### src/rtl/degree_bounded_spanning_tree_check_macros.svh
// Assertion macros shared by the checker modules.
// Needs clk and rst_n in the scope where a macro is used.
`ifndef DEGREE_BOUNDED_SPANNING_TREE_CHECK_MACROS_SVH
`define DEGREE_BOUNDED_SPANNING_TREE_CHECK_MACROS_SVH

// Consequent holds in the same cycle as the antecedent
`define DBST_ASSERT_SAME(label, ante, cons, msg) \
    label: assert property (@(posedge clk) disable iff (!rst_n) (ante) |-> (cons)) \
        else $error(msg);

// Consequent holds in the cycle after the antecedent
`define DBST_ASSERT_NEXT(label, ante, cons, msg) \
    label: assert property (@(posedge clk) disable iff (!rst_n) (ante) |=> (cons)) \
        else $error(msg);

`endif

### src/rtl/dbst_pkg.sv
// Shared constants, codes and control structs of the spanning tree checker.
// Used by dbst_ctrl, dbst_datapath and the top level; depends on nothing.
package dbst_pkg;

    localparam int MAX_VERTICES = 64;
    localparam int MAX_EDGES    = 1024;
    localparam int VTX_W        = $clog2(MAX_VERTICES);
    localparam int IDX_W        = $clog2(MAX_EDGES);
    localparam int CNT_W        = IDX_W + 1;
    localparam int VC_W         = 7;
    localparam int LIM_W        = 6;
    localparam int DEG_W        = 7;
    localparam int WGT_W        = 16;
    localparam int COST_W       = 26;
    localparam int CFG_DATA_W   = 7;
    localparam int EDGE_W       = 2 * VTX_W + WGT_W;

    localparam logic [1:0] OP_LOAD   = 2'd0;
    localparam logic [1:0] OP_ADD    = 2'd1;
    localparam logic [1:0] OP_FINISH = 2'd2;

    localparam logic [1:0] ST_OK        = 2'd0;
    localparam logic [1:0] ST_BAD_VTX   = 2'd1;
    localparam logic [1:0] ST_NOT_LOAD  = 2'd2;
    localparam logic [1:0] ST_FULL      = 2'd3;

    localparam logic REG_VERTEX_COUNT = 1'b0;
    localparam logic REG_DEGREE_LIMIT = 1'b1;

    localparam logic [2:0] CUR_HOLD = 3'd0;
    localparam logic [2:0] CUR_EA   = 3'd1;
    localparam logic [2:0] CUR_EB   = 3'd2;
    localparam logic [2:0] CUR_PAR  = 3'd3;
    localparam logic [2:0] CUR_ZERO = 3'd4;
    localparam logic [2:0] CUR_INC  = 3'd5;

    typedef struct packed {
        logic       latch_in;
        logic       load_write;
        logic [2:0] cur_sel;
        logic       deg_write;
        logic       save_ra;
        logic       merge;
        logic       excess_chk;
        logic       set_stat;
        logic [1:0] stat;
        logic       res_write;
    } cmd_t;

    typedef struct packed {
        logic [1:0] op;
        logic       load_bad;
        logic       full;
        logic       idx_bad;
        logic       edge_bad;
        logic       self_loop;
        logic       root_found;
        logic       scan_last;
        logic       vc_zero;
        logic       out_busy;
    } sts_t;

endpackage

### src/rtl/dbst_ctrl.sv
// Controller: sequences loads, solution edges, root walks and the finish scan.
// Depends on dbst_pkg and the assertion macro header; drives dbst_datapath.
`include "degree_bounded_spanning_tree_check_macros.svh"
module dbst_ctrl (
    input  logic           clk,
    input  logic           rst_n,
    input  logic           in_valid,
    output logic           in_ready,
    input  dbst_pkg::sts_t sts,
    output dbst_pkg::cmd_t cmd
);

    localparam logic [3:0] S_IDLE    = 4'd0;
    localparam logic [3:0] S_DECODE  = 4'd1;
    localparam logic [3:0] S_TBL     = 4'd2;
    localparam logic [3:0] S_DA_WAIT = 4'd3;
    localparam logic [3:0] S_DA_UPD  = 4'd4;
    localparam logic [3:0] S_DB_WAIT = 4'd5;
    localparam logic [3:0] S_DB_UPD  = 4'd6;
    localparam logic [3:0] S_FA_WAIT = 4'd7;
    localparam logic [3:0] S_FA_CHK  = 4'd8;
    localparam logic [3:0] S_FB_WAIT = 4'd9;
    localparam logic [3:0] S_FB_CHK  = 4'd10;
    localparam logic [3:0] S_SC_WAIT = 4'd11;
    localparam logic [3:0] S_SC_CHK  = 4'd12;
    localparam logic [3:0] S_RESULT  = 4'd13;

    logic [3:0] state_reg;
    logic [3:0] state_next;

    assign in_ready = state_reg == S_IDLE;

    always_comb
    begin
        cmd        = '0;
        cmd.cur_sel = dbst_pkg::CUR_HOLD;
        state_next = state_reg;
        case (state_reg)
            S_IDLE:
            begin
                if (in_valid)
                begin
                    cmd.latch_in = 1'b1;
                    state_next   = S_DECODE;
                end
            end
            S_DECODE:
            begin
                state_next = S_RESULT;
                case (sts.op)
                    dbst_pkg::OP_LOAD:
                    begin
                        cmd.set_stat = sts.load_bad || sts.full;
                        cmd.stat     = sts.load_bad ? dbst_pkg::ST_BAD_VTX : dbst_pkg::ST_FULL;
                        cmd.load_write = !sts.load_bad && !sts.full;
                    end
                    dbst_pkg::OP_ADD:
                    begin
                        if (sts.idx_bad)
                        begin
                            cmd.set_stat = 1'b1;
                            cmd.stat     = dbst_pkg::ST_NOT_LOAD;
                        end
                        else
                        begin
                            state_next = S_TBL;
                        end
                    end
                    dbst_pkg::OP_FINISH:
                    begin
                        cmd.cur_sel = dbst_pkg::CUR_ZERO;
                        if (!sts.vc_zero)
                        begin
                            state_next = S_SC_WAIT;
                        end
                    end
                    default:
                    begin
                        state_next = S_RESULT;
                    end
                endcase
            end
            S_TBL:
            begin
                if (sts.edge_bad)
                begin
                    cmd.set_stat = 1'b1;
                    cmd.stat     = dbst_pkg::ST_BAD_VTX;
                    state_next   = S_RESULT;
                end
                else
                begin
                    cmd.cur_sel = dbst_pkg::CUR_EA;
                    state_next  = S_DA_WAIT;
                end
            end
            S_DA_WAIT: state_next = S_DA_UPD;
            S_DA_UPD:
            begin
                cmd.deg_write = 1'b1;
                if (sts.self_loop)
                begin
                    state_next = S_FA_WAIT;
                end
                else
                begin
                    cmd.cur_sel = dbst_pkg::CUR_EB;
                    state_next  = S_DB_WAIT;
                end
            end
            S_DB_WAIT: state_next = S_DB_UPD;
            S_DB_UPD:
            begin
                cmd.deg_write = 1'b1;
                cmd.cur_sel   = dbst_pkg::CUR_EA;
                state_next    = S_FA_WAIT;
            end
            S_FA_WAIT: state_next = S_FA_CHK;
            S_FA_CHK:
            begin
                if (sts.root_found)
                begin
                    cmd.save_ra = 1'b1;
                    cmd.cur_sel = dbst_pkg::CUR_EB;
                    state_next  = S_FB_WAIT;
                end
                else
                begin
                    cmd.cur_sel = dbst_pkg::CUR_PAR;
                    state_next  = S_FA_WAIT;
                end
            end
            S_FB_WAIT: state_next = S_FB_CHK;
            S_FB_CHK:
            begin
                if (sts.root_found)
                begin
                    cmd.merge  = 1'b1;
                    state_next = S_RESULT;
                end
                else
                begin
                    cmd.cur_sel = dbst_pkg::CUR_PAR;
                    state_next  = S_FB_WAIT;
                end
            end
            S_SC_WAIT: state_next = S_SC_CHK;
            S_SC_CHK:
            begin
                cmd.excess_chk = 1'b1;
                if (sts.scan_last)
                begin
                    state_next = S_RESULT;
                end
                else
                begin
                    cmd.cur_sel = dbst_pkg::CUR_INC;
                    state_next  = S_SC_WAIT;
                end
            end
            S_RESULT:
            begin
                if (!sts.out_busy)
                begin
                    cmd.res_write = 1'b1;
                    state_next    = S_IDLE;
                end
            end
            default:
            begin
                state_next = S_IDLE;
            end
        endcase
    end

    always_ff @(posedge clk or negedge rst_n)
    begin
        if (!rst_n)
        begin
            state_reg <= S_IDLE;
        end
        else
        begin
            state_reg <= state_next;
        end
    end

    `DBST_ASSERT_NEXT(a_merge_then_result, cmd.merge, state_reg == S_RESULT,
        "merge not followed by result")
    `DBST_ASSERT_SAME(a_write_needs_room, cmd.load_write, !sts.full && !sts.load_bad,
        "edge stored into full table or with bad vertex")
    `DBST_ASSERT_NEXT(a_accept_decode, in_valid && in_ready, state_reg == S_DECODE,
        "accepted item not decoded")

endmodule
### config.mk
export PLATFORM = sky130hd
export DESIGN_NAME = dbst_ctrl
export DESIGN_NICKNAME = d
export VERILOG_FILES = /design/src/rtl/dbst_pkg.sv /design/src/rtl/dbst_ctrl.sv
export VERILOG_INCLUDE_DIRS = /design/src /design/src/rtl
export SDC_FILE = /design/constraint.sdc
export NUM_CORES = 1
export LEC_CHECK = 0
export BUFFER_PORTS_ARGS = -buffer_cell sky130_fd_sc_hd__buf_2
export CAP_MARGIN = 20
export CORE_MARGIN = 4
export CORE_UTILIZATION = 30
export CTS_CLUSTER_DIAMETER = 50
export DETAILED_ROUTE_END_ITERATION = 12
export PLACE_DENSITY = 0.6
export SYNTH_ARGS = -nofsm -noshare
export SYNTH_HDL_FRONTEND = slang
export SYNTH_SLANG_ARGS = --single-unit
### constraint.sdc
create_clock -name clk -period 1.4 [get_ports clk]
set_clock_uncertainty 0.1 [all_clocks]
set_input_delay 0.28 -clock clk [delete_from_list [all_inputs] [get_ports clk]]
set_output_delay 0.28 -clock clk [all_outputs]
set_load 0.01 [all_outputs]
==> summary.txt, run 1 <==
Clock tree
  – H-tree Lvls: 1
  – CTS Sinks: 4
  – Total CTS buffers: 3
  – Skew-Pair Late Insertion Delay: 0.25 ns
  – Reg clk slew, reported paths: 0.04 ns
  – Clock Tree Buf Depth: 2
  – CTS tree: built
  – Clk root buf: clkbuf_4

Route
  – DRC: 0
  – Antenna viol nets, final: 0
  – Initial DRT Pass Iterations: 4
  – Routed length per instance: 19.4 um
  – Initial DRC Count: 52
  – Routed vias: 1,095
  – Routed wire length: 3580 um
  – DR vias/cell: 5.92

Outcome
  – Failing checks: negative setup slack
  – Outcome: finished with violations

Final layout
  – Diodes inserted: 0
  – Fillers: 108
  – P&R area growth vs syn: 155%
  – Layout Nets: 179
  – Final core utilization: 83.9%
  – Max FFs per register: 4
  – Finished Layout Cells: 185
  – Layout cell share with drive strength beyond 1: 80.0%

Synthesis
  – Synth cell types: 32
  – Synth cell count leaders: a21oi_1 (10), nand2_1 (8)
  – Synth top area share: 17.1%
  – Synth Warn #: 0
  – Area leader, netlist: dfrtp_1
  – Synth area leaders: dfrtp_1 (17%), a21oi_1 (8.5%), ha_1 (6.4%), nand2b_1 (5.3%), nor3_1 (5.1%)
  – Mean area per synthesized cell: 6.73 sq um
  – Most common cell in the synthesized netlist: a21oi_1
  – Synth Register Bits: 4
  – Synth Flop Type: dfrtp_1
  – Number of synthesized flops with an enable pin: 0
  – Netlist Area Pre-Place: 586 sq um
  – Ys async rst share: 100%
  – Post-Synthesis Cells: 87
  – Syn nets: 104
  – Post-synthesis sequential area ratio: 17.1%

Power and ir drop
  – Net Sw Frac: 44.9%
  – Leakage: 0.000721 uW
  – Clock share of power: 4.8%
  – Logic pwr share: 85.4%
  – Net switching power: 1520 uW
  – PwrDens: 2270 nW/um^2
  – Int Pwr: 1870 uW
  – Total power: 3400 uW
  – Worst VDD drop: 0.00169 V
  – Sequential Power Share: 9.7%

GRT
  – GRT Overall Usage: 20.3%
  – Initial antenna violation count: 0
  – Pin count of the biggest net entering global routing: 7
  – GRT overflow: 0
  – Number of global-route vias before repair: 931
  – First-pass GRT wire length: 4130 um

Place
  – Total placed cells including tap cells: 155
  – Dpl hpwl: 1640 um
  – Routability Congestion: 0.783
  – Port-buffer cells: 27

Worst setup path
  – Startpoint types: flip-flop
  – Crit path DAT: 1.47 ns
  – CP endpoint kind: primary output
  – Crit Path Category: flip-flop to primary output
  – Max Fanout on Critical Path: 5
  – Reg2reg setup slack: -0.35 ns
  – WP data required: 1.02 ns

Timing
  – Worst hold slack: 0.256 ns
  – Fin crit period: 1.85 ns
  – Slew margin rel.: 85.2%
  – Final setup viols: 18
  – Final Cycle Share: 132%
  – Setup slack after layout: -0.448 ns
  – Final Hold Fails: 0
  – Fmax: 541 MHz
  – Final Max Tran Viols: 0
  – Least-Margin Pin Slew: 0.222 ns
  – Unrepaired setup endpoints after global routing: yes

Floorplanning
  – DIE AREA: 2720 sq um
  – Area of the core: 1780 sq um
  – Top Ports: 28
  – Initial Util: 32.8%
  – Rows: 15
  – Die width: 52.2 um
  – Die Y: 52.2 um

Hold path
  – Hold WC Path Type: input pin to flip-flop

Flow run
  – Maximum Capacitance Violations: 0
path summary, 6_finish.rpt:
kind / startpoint / to / cells after the start
hold reg to reg: state_reg[3] / state_reg[0] / 3
min in group asynchronous: rst_n / state_reg[3] / 2
hold / removal: in_valid / state_reg[0] / 3
max in group asynchronous: rst_n / state_reg[0] / 2
setup / recovery: state_reg[1] / cmd[9] / 6
setup reg to reg: state_reg[2] / state_reg[1] / 8
power by group through the flow:
stage | clock [uW] | sequential, uW | combinational [uW]
2_1_floorplan | 0 | 233 | 938
3_3_place_gp | 0 | 287 | 1460
3_5_place_dp | 0 | 282 | 1480
4_1_cts | 153 | 293 | 2230
5_1_grt | 167 | 333 | 3060
6_report | 164 | 331 | 2900
worst max-delay path: stages, from the launching register on:
cell and delay, ns:
dfrtp_2 0.47, buf_6 0.15, buf_6 0.12, nor3_4 0.19, a21oi_2 0.05, nor2_1 0.09, buf_2 0.14
cell type report:
type / instances / area [sq um] / area share, %
Inverter: 6 / 40.0 / 2.68
Tap cell: 25 / 31.3 / 2.09
Clock buffer: 3 / 22.5 / 1.51
Multi-Input combinational cell: 73 / 686 / 45.9
Timing Repair Buffer: 74 / 611 / 40.8
Sequential cell: 4 / 105 / 7.03
cell families (layout without fill, tap and decap cells):
kind of cell / after synthesis / after routing / synth area share (%)
and+or+nand+nor: 40 / 40 / 37.4
AOI/OAI and AO/OA: 29 / 29 / 30.3
buffers and inverters: 10 / 83 / 7.26
DFF: 4 / 4 / 17.1
adders and majority gates: 3 / 3 / 6.41
xor gates and xnor gates: 1 / 1 / 1.50
layout by cell type, fill, tap and decap left out, drive strengths merged:
cell	n
nor2b	5
nor3	6
nor2	7
o21bai	1
a21oi	10
nand3b	1
and3	3
o21a	1
buf	73
o22ai	3
or3	1
nand2	9
o21ai	8
ha	3
o211ai	1
or4	1
nand4	1
dfrtp	4
xnor2	1
dlygate4sd3	1
a221o	1
nand2b	5
a21bo	1
clkbuf	3
or2	1
a22oi	1
inv	6
o22a	1
a31oi	1
metal layers:
layer	vias to the layer above	GRT usage [%]	routed length, um
met5	-	0	0
met1	536	23.5	1240
li1	459	-	-
met3	25	5.13	269
met2	75	37.4	1850
met4	0	3.83	233
timing repair:
item | 4_1_cts | 5_1_grt
gates resized for setup | 44 | 38
buffers inserted | 18 | 10
hold endpoints to repair | 4 | 0
setup endpoints to repair | 18 | 18
hold buffers | 1 | 0
pin swaps | 14 | 18
stage by stage:
| stage | setup WS (ns) | TNS [ns] | instance area [sq um] |
|---|---|---|---|
| after floorplan | -0.102 | -0.183 | 672 |
| after global placement | -0.317 | -2.25 | 957 |
| after detailed placement | -0.331 | -2.36 | 957 |
| after CTS | -0.349 | -4.80 | 1280 |
| after global routing | -0.458 | -6.65 | 1500 |
| final | -0.448 | -6.04 | 1500 |
Note: power is estimated with default switching activity, not from simulation.
==> run 2: changes to the inputs <==
--- a/config.mk
+++ b/config.mk
@@ -6,13 +6,14 @@
 export SDC_FILE = /design/constraint.sdc
 export NUM_CORES = 1
 export LEC_CHECK = 0
+export ABC_AREA = 1
 export BUFFER_PORTS_ARGS = -buffer_cell sky130_fd_sc_hd__buf_2
 export CAP_MARGIN = 20
 export CORE_MARGIN = 4
 export CORE_UTILIZATION = 30
 export CTS_CLUSTER_DIAMETER = 50
 export DETAILED_ROUTE_END_ITERATION = 12
-export PLACE_DENSITY = 0.6
+export PLACE_DENSITY = 0.61
 export SYNTH_ARGS = -nofsm -noshare
 export SYNTH_HDL_FRONTEND = slang
 export SYNTH_SLANG_ARGS = --single-unit
==> run 2 against run 1 <==
The run still ends with negative setup slack left; synthesized area down 6.4%; design area down 32%; setup slack better by 0.077 ns; sequential power down 15%; power down 44%; non-clock buffer count down 22; clock power down 15%; critical path depth unchanged; first-iteration DRC count down 62%; worst hold slack better by 0.0070 ns; via count down 22%.
==> summary.txt, run 2 <==
Synthesis
  – Synth area leaders: nand2_1 (21%), dfrtp_1 (18%), nand3_1 (15%), inv_1 (13%), nor2_1 (8.9%)
  – Post-Synthesis Cells: 100
  – Post-synthesis mux area share: 0%
  – Main combinational cell family by area after synthesis: simple AND/OR/NAND/NOR gates
  – Post-Synth Adder-Cell Area: 6.85%
  – Ys async rst share: 100%
  – XOR/XNOR Fraction of Synth Area: 0%
  – Compound-cell area share of the yosys netlist: 6.62%
  – Area leader, netlist: nand2_1
  – Number of synthesized flops with an enable pin: 0
  – Synth Warn #: 0
  – Synth Register Bits: 4
  – Netlist Area Pre-Place: 548 sq um
  – Syn nets: 117
  – Synth cell types: 14
  – Mean area per synthesized cell: 5.48 sq um
  – Synth Flop Type: dfrtp_1
  – Synth top area share: 20.5%
  – Most common cell in the synthesized netlist: nand2_1
  – Synth cell count leaders: nand2_1 (30), inv_1 (19), nand3_1 (16)
  – Post-synthesis sequential area ratio: 18.3%
  – Post-Synth Simple-Gate Area: 55.3%

Clock tree
  – Skew-Pair Late Insertion Delay: 0.23 ns
  – Total CTS buffers: 3
  – Clk root buf: clkbuf_4
  – H-tree Lvls: 1
  – Reg clk slew, reported paths: 0.03 ns
  – Clock Tree Buf Depth: 2
  – CTS Sinks: 4
  – CTS tree: built

GRT
  – Pin count of the biggest net entering global routing: 7
  – GRT Overall Usage: 16.0%
  – Number of global-route vias before repair: 807
  – First-pass GRT wire length: 3170 um
  – Met1 Resource Use GR: 17.3%
  – Initial antenna violation count: 0
  – Gr busiest metal: met2
  – Met2 usage: 29.8%
  – GRT met3 Usage: 1.78%
  – GRT overflow: 0

Route
  – Initial DRT Pass Iterations: 4
  – Antenna viol nets, final: 0
  – Initial DRC Count: 20
  – Routed length per instance: 11.6 um
  – Routed wire length: 2100 um
  – DR vias/cell: 4.73
  – DRC: 0
  – Routed vias: 851

Timing
  – Final Max Tran Viols: 0
  – Unrepaired setup endpoints after global routing: yes
  – Final setup viols: 17
  – Final Cycle Share: 126%
  – Worst hold slack: 0.263 ns
  – Least-Margin Pin Slew: 0.254 ns
  – Slew margin rel.: 83.0%
  – Fin crit period: 1.77 ns
  – Fmax: 565 MHz
  – Setup slack after layout: -0.370 ns
  – Final Hold Fails: 0

Worst setup path
  – WP data required: 1.02 ns
  – Crit path DAT: 1.39 ns
  – CP endpoint kind: primary output
  – Worst setup startpoint: state_reg[3]
  – Crit Path Category: flip-flop to primary output
  – RR Endpoint: state_reg[1]
  – Reg2reg setup slack: -0.11 ns
  – R2r startpoint: state_reg[2]
  – Max Fanout on Critical Path: 5
  – Startpoint types: flip-flop
  – Crit path to: cmd[3]
  – R2R cell count: 8

Floorplanning
  – DIE AREA: 2570 sq um
  – Die Y: 50.7 um
  – Area of the core: 1730 sq um
  – Rows: 15
  – Initial Util: 31.7%
  – Die width: 50.7 um
  – Top Ports: 28

Flow run
  – Maximum Capacitance Violations: 0

Power and ir drop
  – Worst VDD drop: 0.000873 V
  – Leakage: 0.000623 uW
  – PwrDens: 1870 nW/um^2

Final layout
  – Fillers: 179
  – Sequential cell area: 103 sq um
  – P&R area growth vs syn: 86.1%
  – Layout Nets: 174
  – Most common cell after layout, fill and taps aside: buf_2
  – Diodes inserted: 0
  – Multi-input combinational cell area: 460 sq um
  – Most frequent cells in the layout: buf_2 (27), nand2_1 (26), buf_4 (23)
  – Layout cell share with drive strength beyond 1: 51.0%
  – Finished Layout Cells: 180
  – Max FFs per register: 4

Outcome
  – Outcome: finished with violations
  – Failing checks: negative setup slack

Place
  – Port-buffer cells: 27
  – Routability Congestion: 0.896
  – Total placed cells including tap cells: 166
  – Dpl hpwl: 1510 um

Hold path
  – Hold WC Path Type: input pin to flip-flop
## run 2: cell count changes after synthesis, sizes merged, moves of 8 or more
cell / before / now
a21oi: 10 / 0
inv: 6 / 19
nand2: 9 / 30
nand3: 0 / 16
nor2: 7 / 15
## run 2: layer usage
metal / vias up / part of all wire, %
li1: 429 / -
met1: 371 / 38
met2: 41 / 50
met3: 10 / 7.5
met4: 0 / 4.0
met5: - / 0
## run 2: power breakdown
group          switching (uW)  internal, uW  leakage, uW
combinational             799           691     0.000562
sequential               97.0           185    0.0000466
clock                    43.6          95.6    0.0000138
total                     940           971     0.000623
## run 2: through the flow
stage          power (uW)  area (sq um)  TNS (ns)  setup WS, ns  util, %
6_report             1910          1020     -4.26        -0.370     59.1
2_1_floorplan         865           561    -0.115       -0.0592        -
3_3_place_gp         1350           832    -0.514        -0.101     48.2
3_5_place_dp         1350           832    -0.775        -0.136     48.2
5_1_grt              2060          1020     -5.46        -0.459     59.1
4_1_cts              1680           932     -3.45        -0.329     54.0
## run 2: area by class of cell
cell class              count  area share [%]
clock buffers               3            2.21
inverters                  19            7.24
multi-input cells          77            45.2
flip-flops and latches      4            10.1
well taps                  25            3.07
repair buffers             52            32.3
## run 2: worst max-delay path, cell delays in order (launching register included)
cell and delay (ns):
dfrtp_2 0.44, inv_4 0.10, nand2_4 0.06, nor2_4 0.17, nand2_4 0.08, o211ai_1 0.15, buf_2 0.15
## run 2: how the worst min path moves through the flow
stage | from | end | depth (start not counted)
final | sts[0] | state_reg[0] | 3
after global placement | rst_n | state_reg[0] | 1
after detailed placement | rst_n | state_reg[3] | 1
after floorplan | rst_n | state_reg[0] | 0
after global routing | sts[0] | state_reg[0] | 3
after CTS | in_valid | state_reg[0] | 5
## run 2: cells by family after synthesis
kind of cell	Yosys count
simple gates	68
buf+inv	19
compound gates	6
flops	4
fa+ha+maj	3
## run 2: timing repair
| item | CTS | global route |
|---|---|---|
| endpoints found under the setup margin | 15 | 18 |
| pin swaps | 7 | 10 |
| setup buffers | 5 | 5 |
| cloned | 0 | 0 |
| hold buffers | 1 | 0 |
| endpoints found under the hold margin | 4 | 0 |
| resized for setup | 13 | 13 |
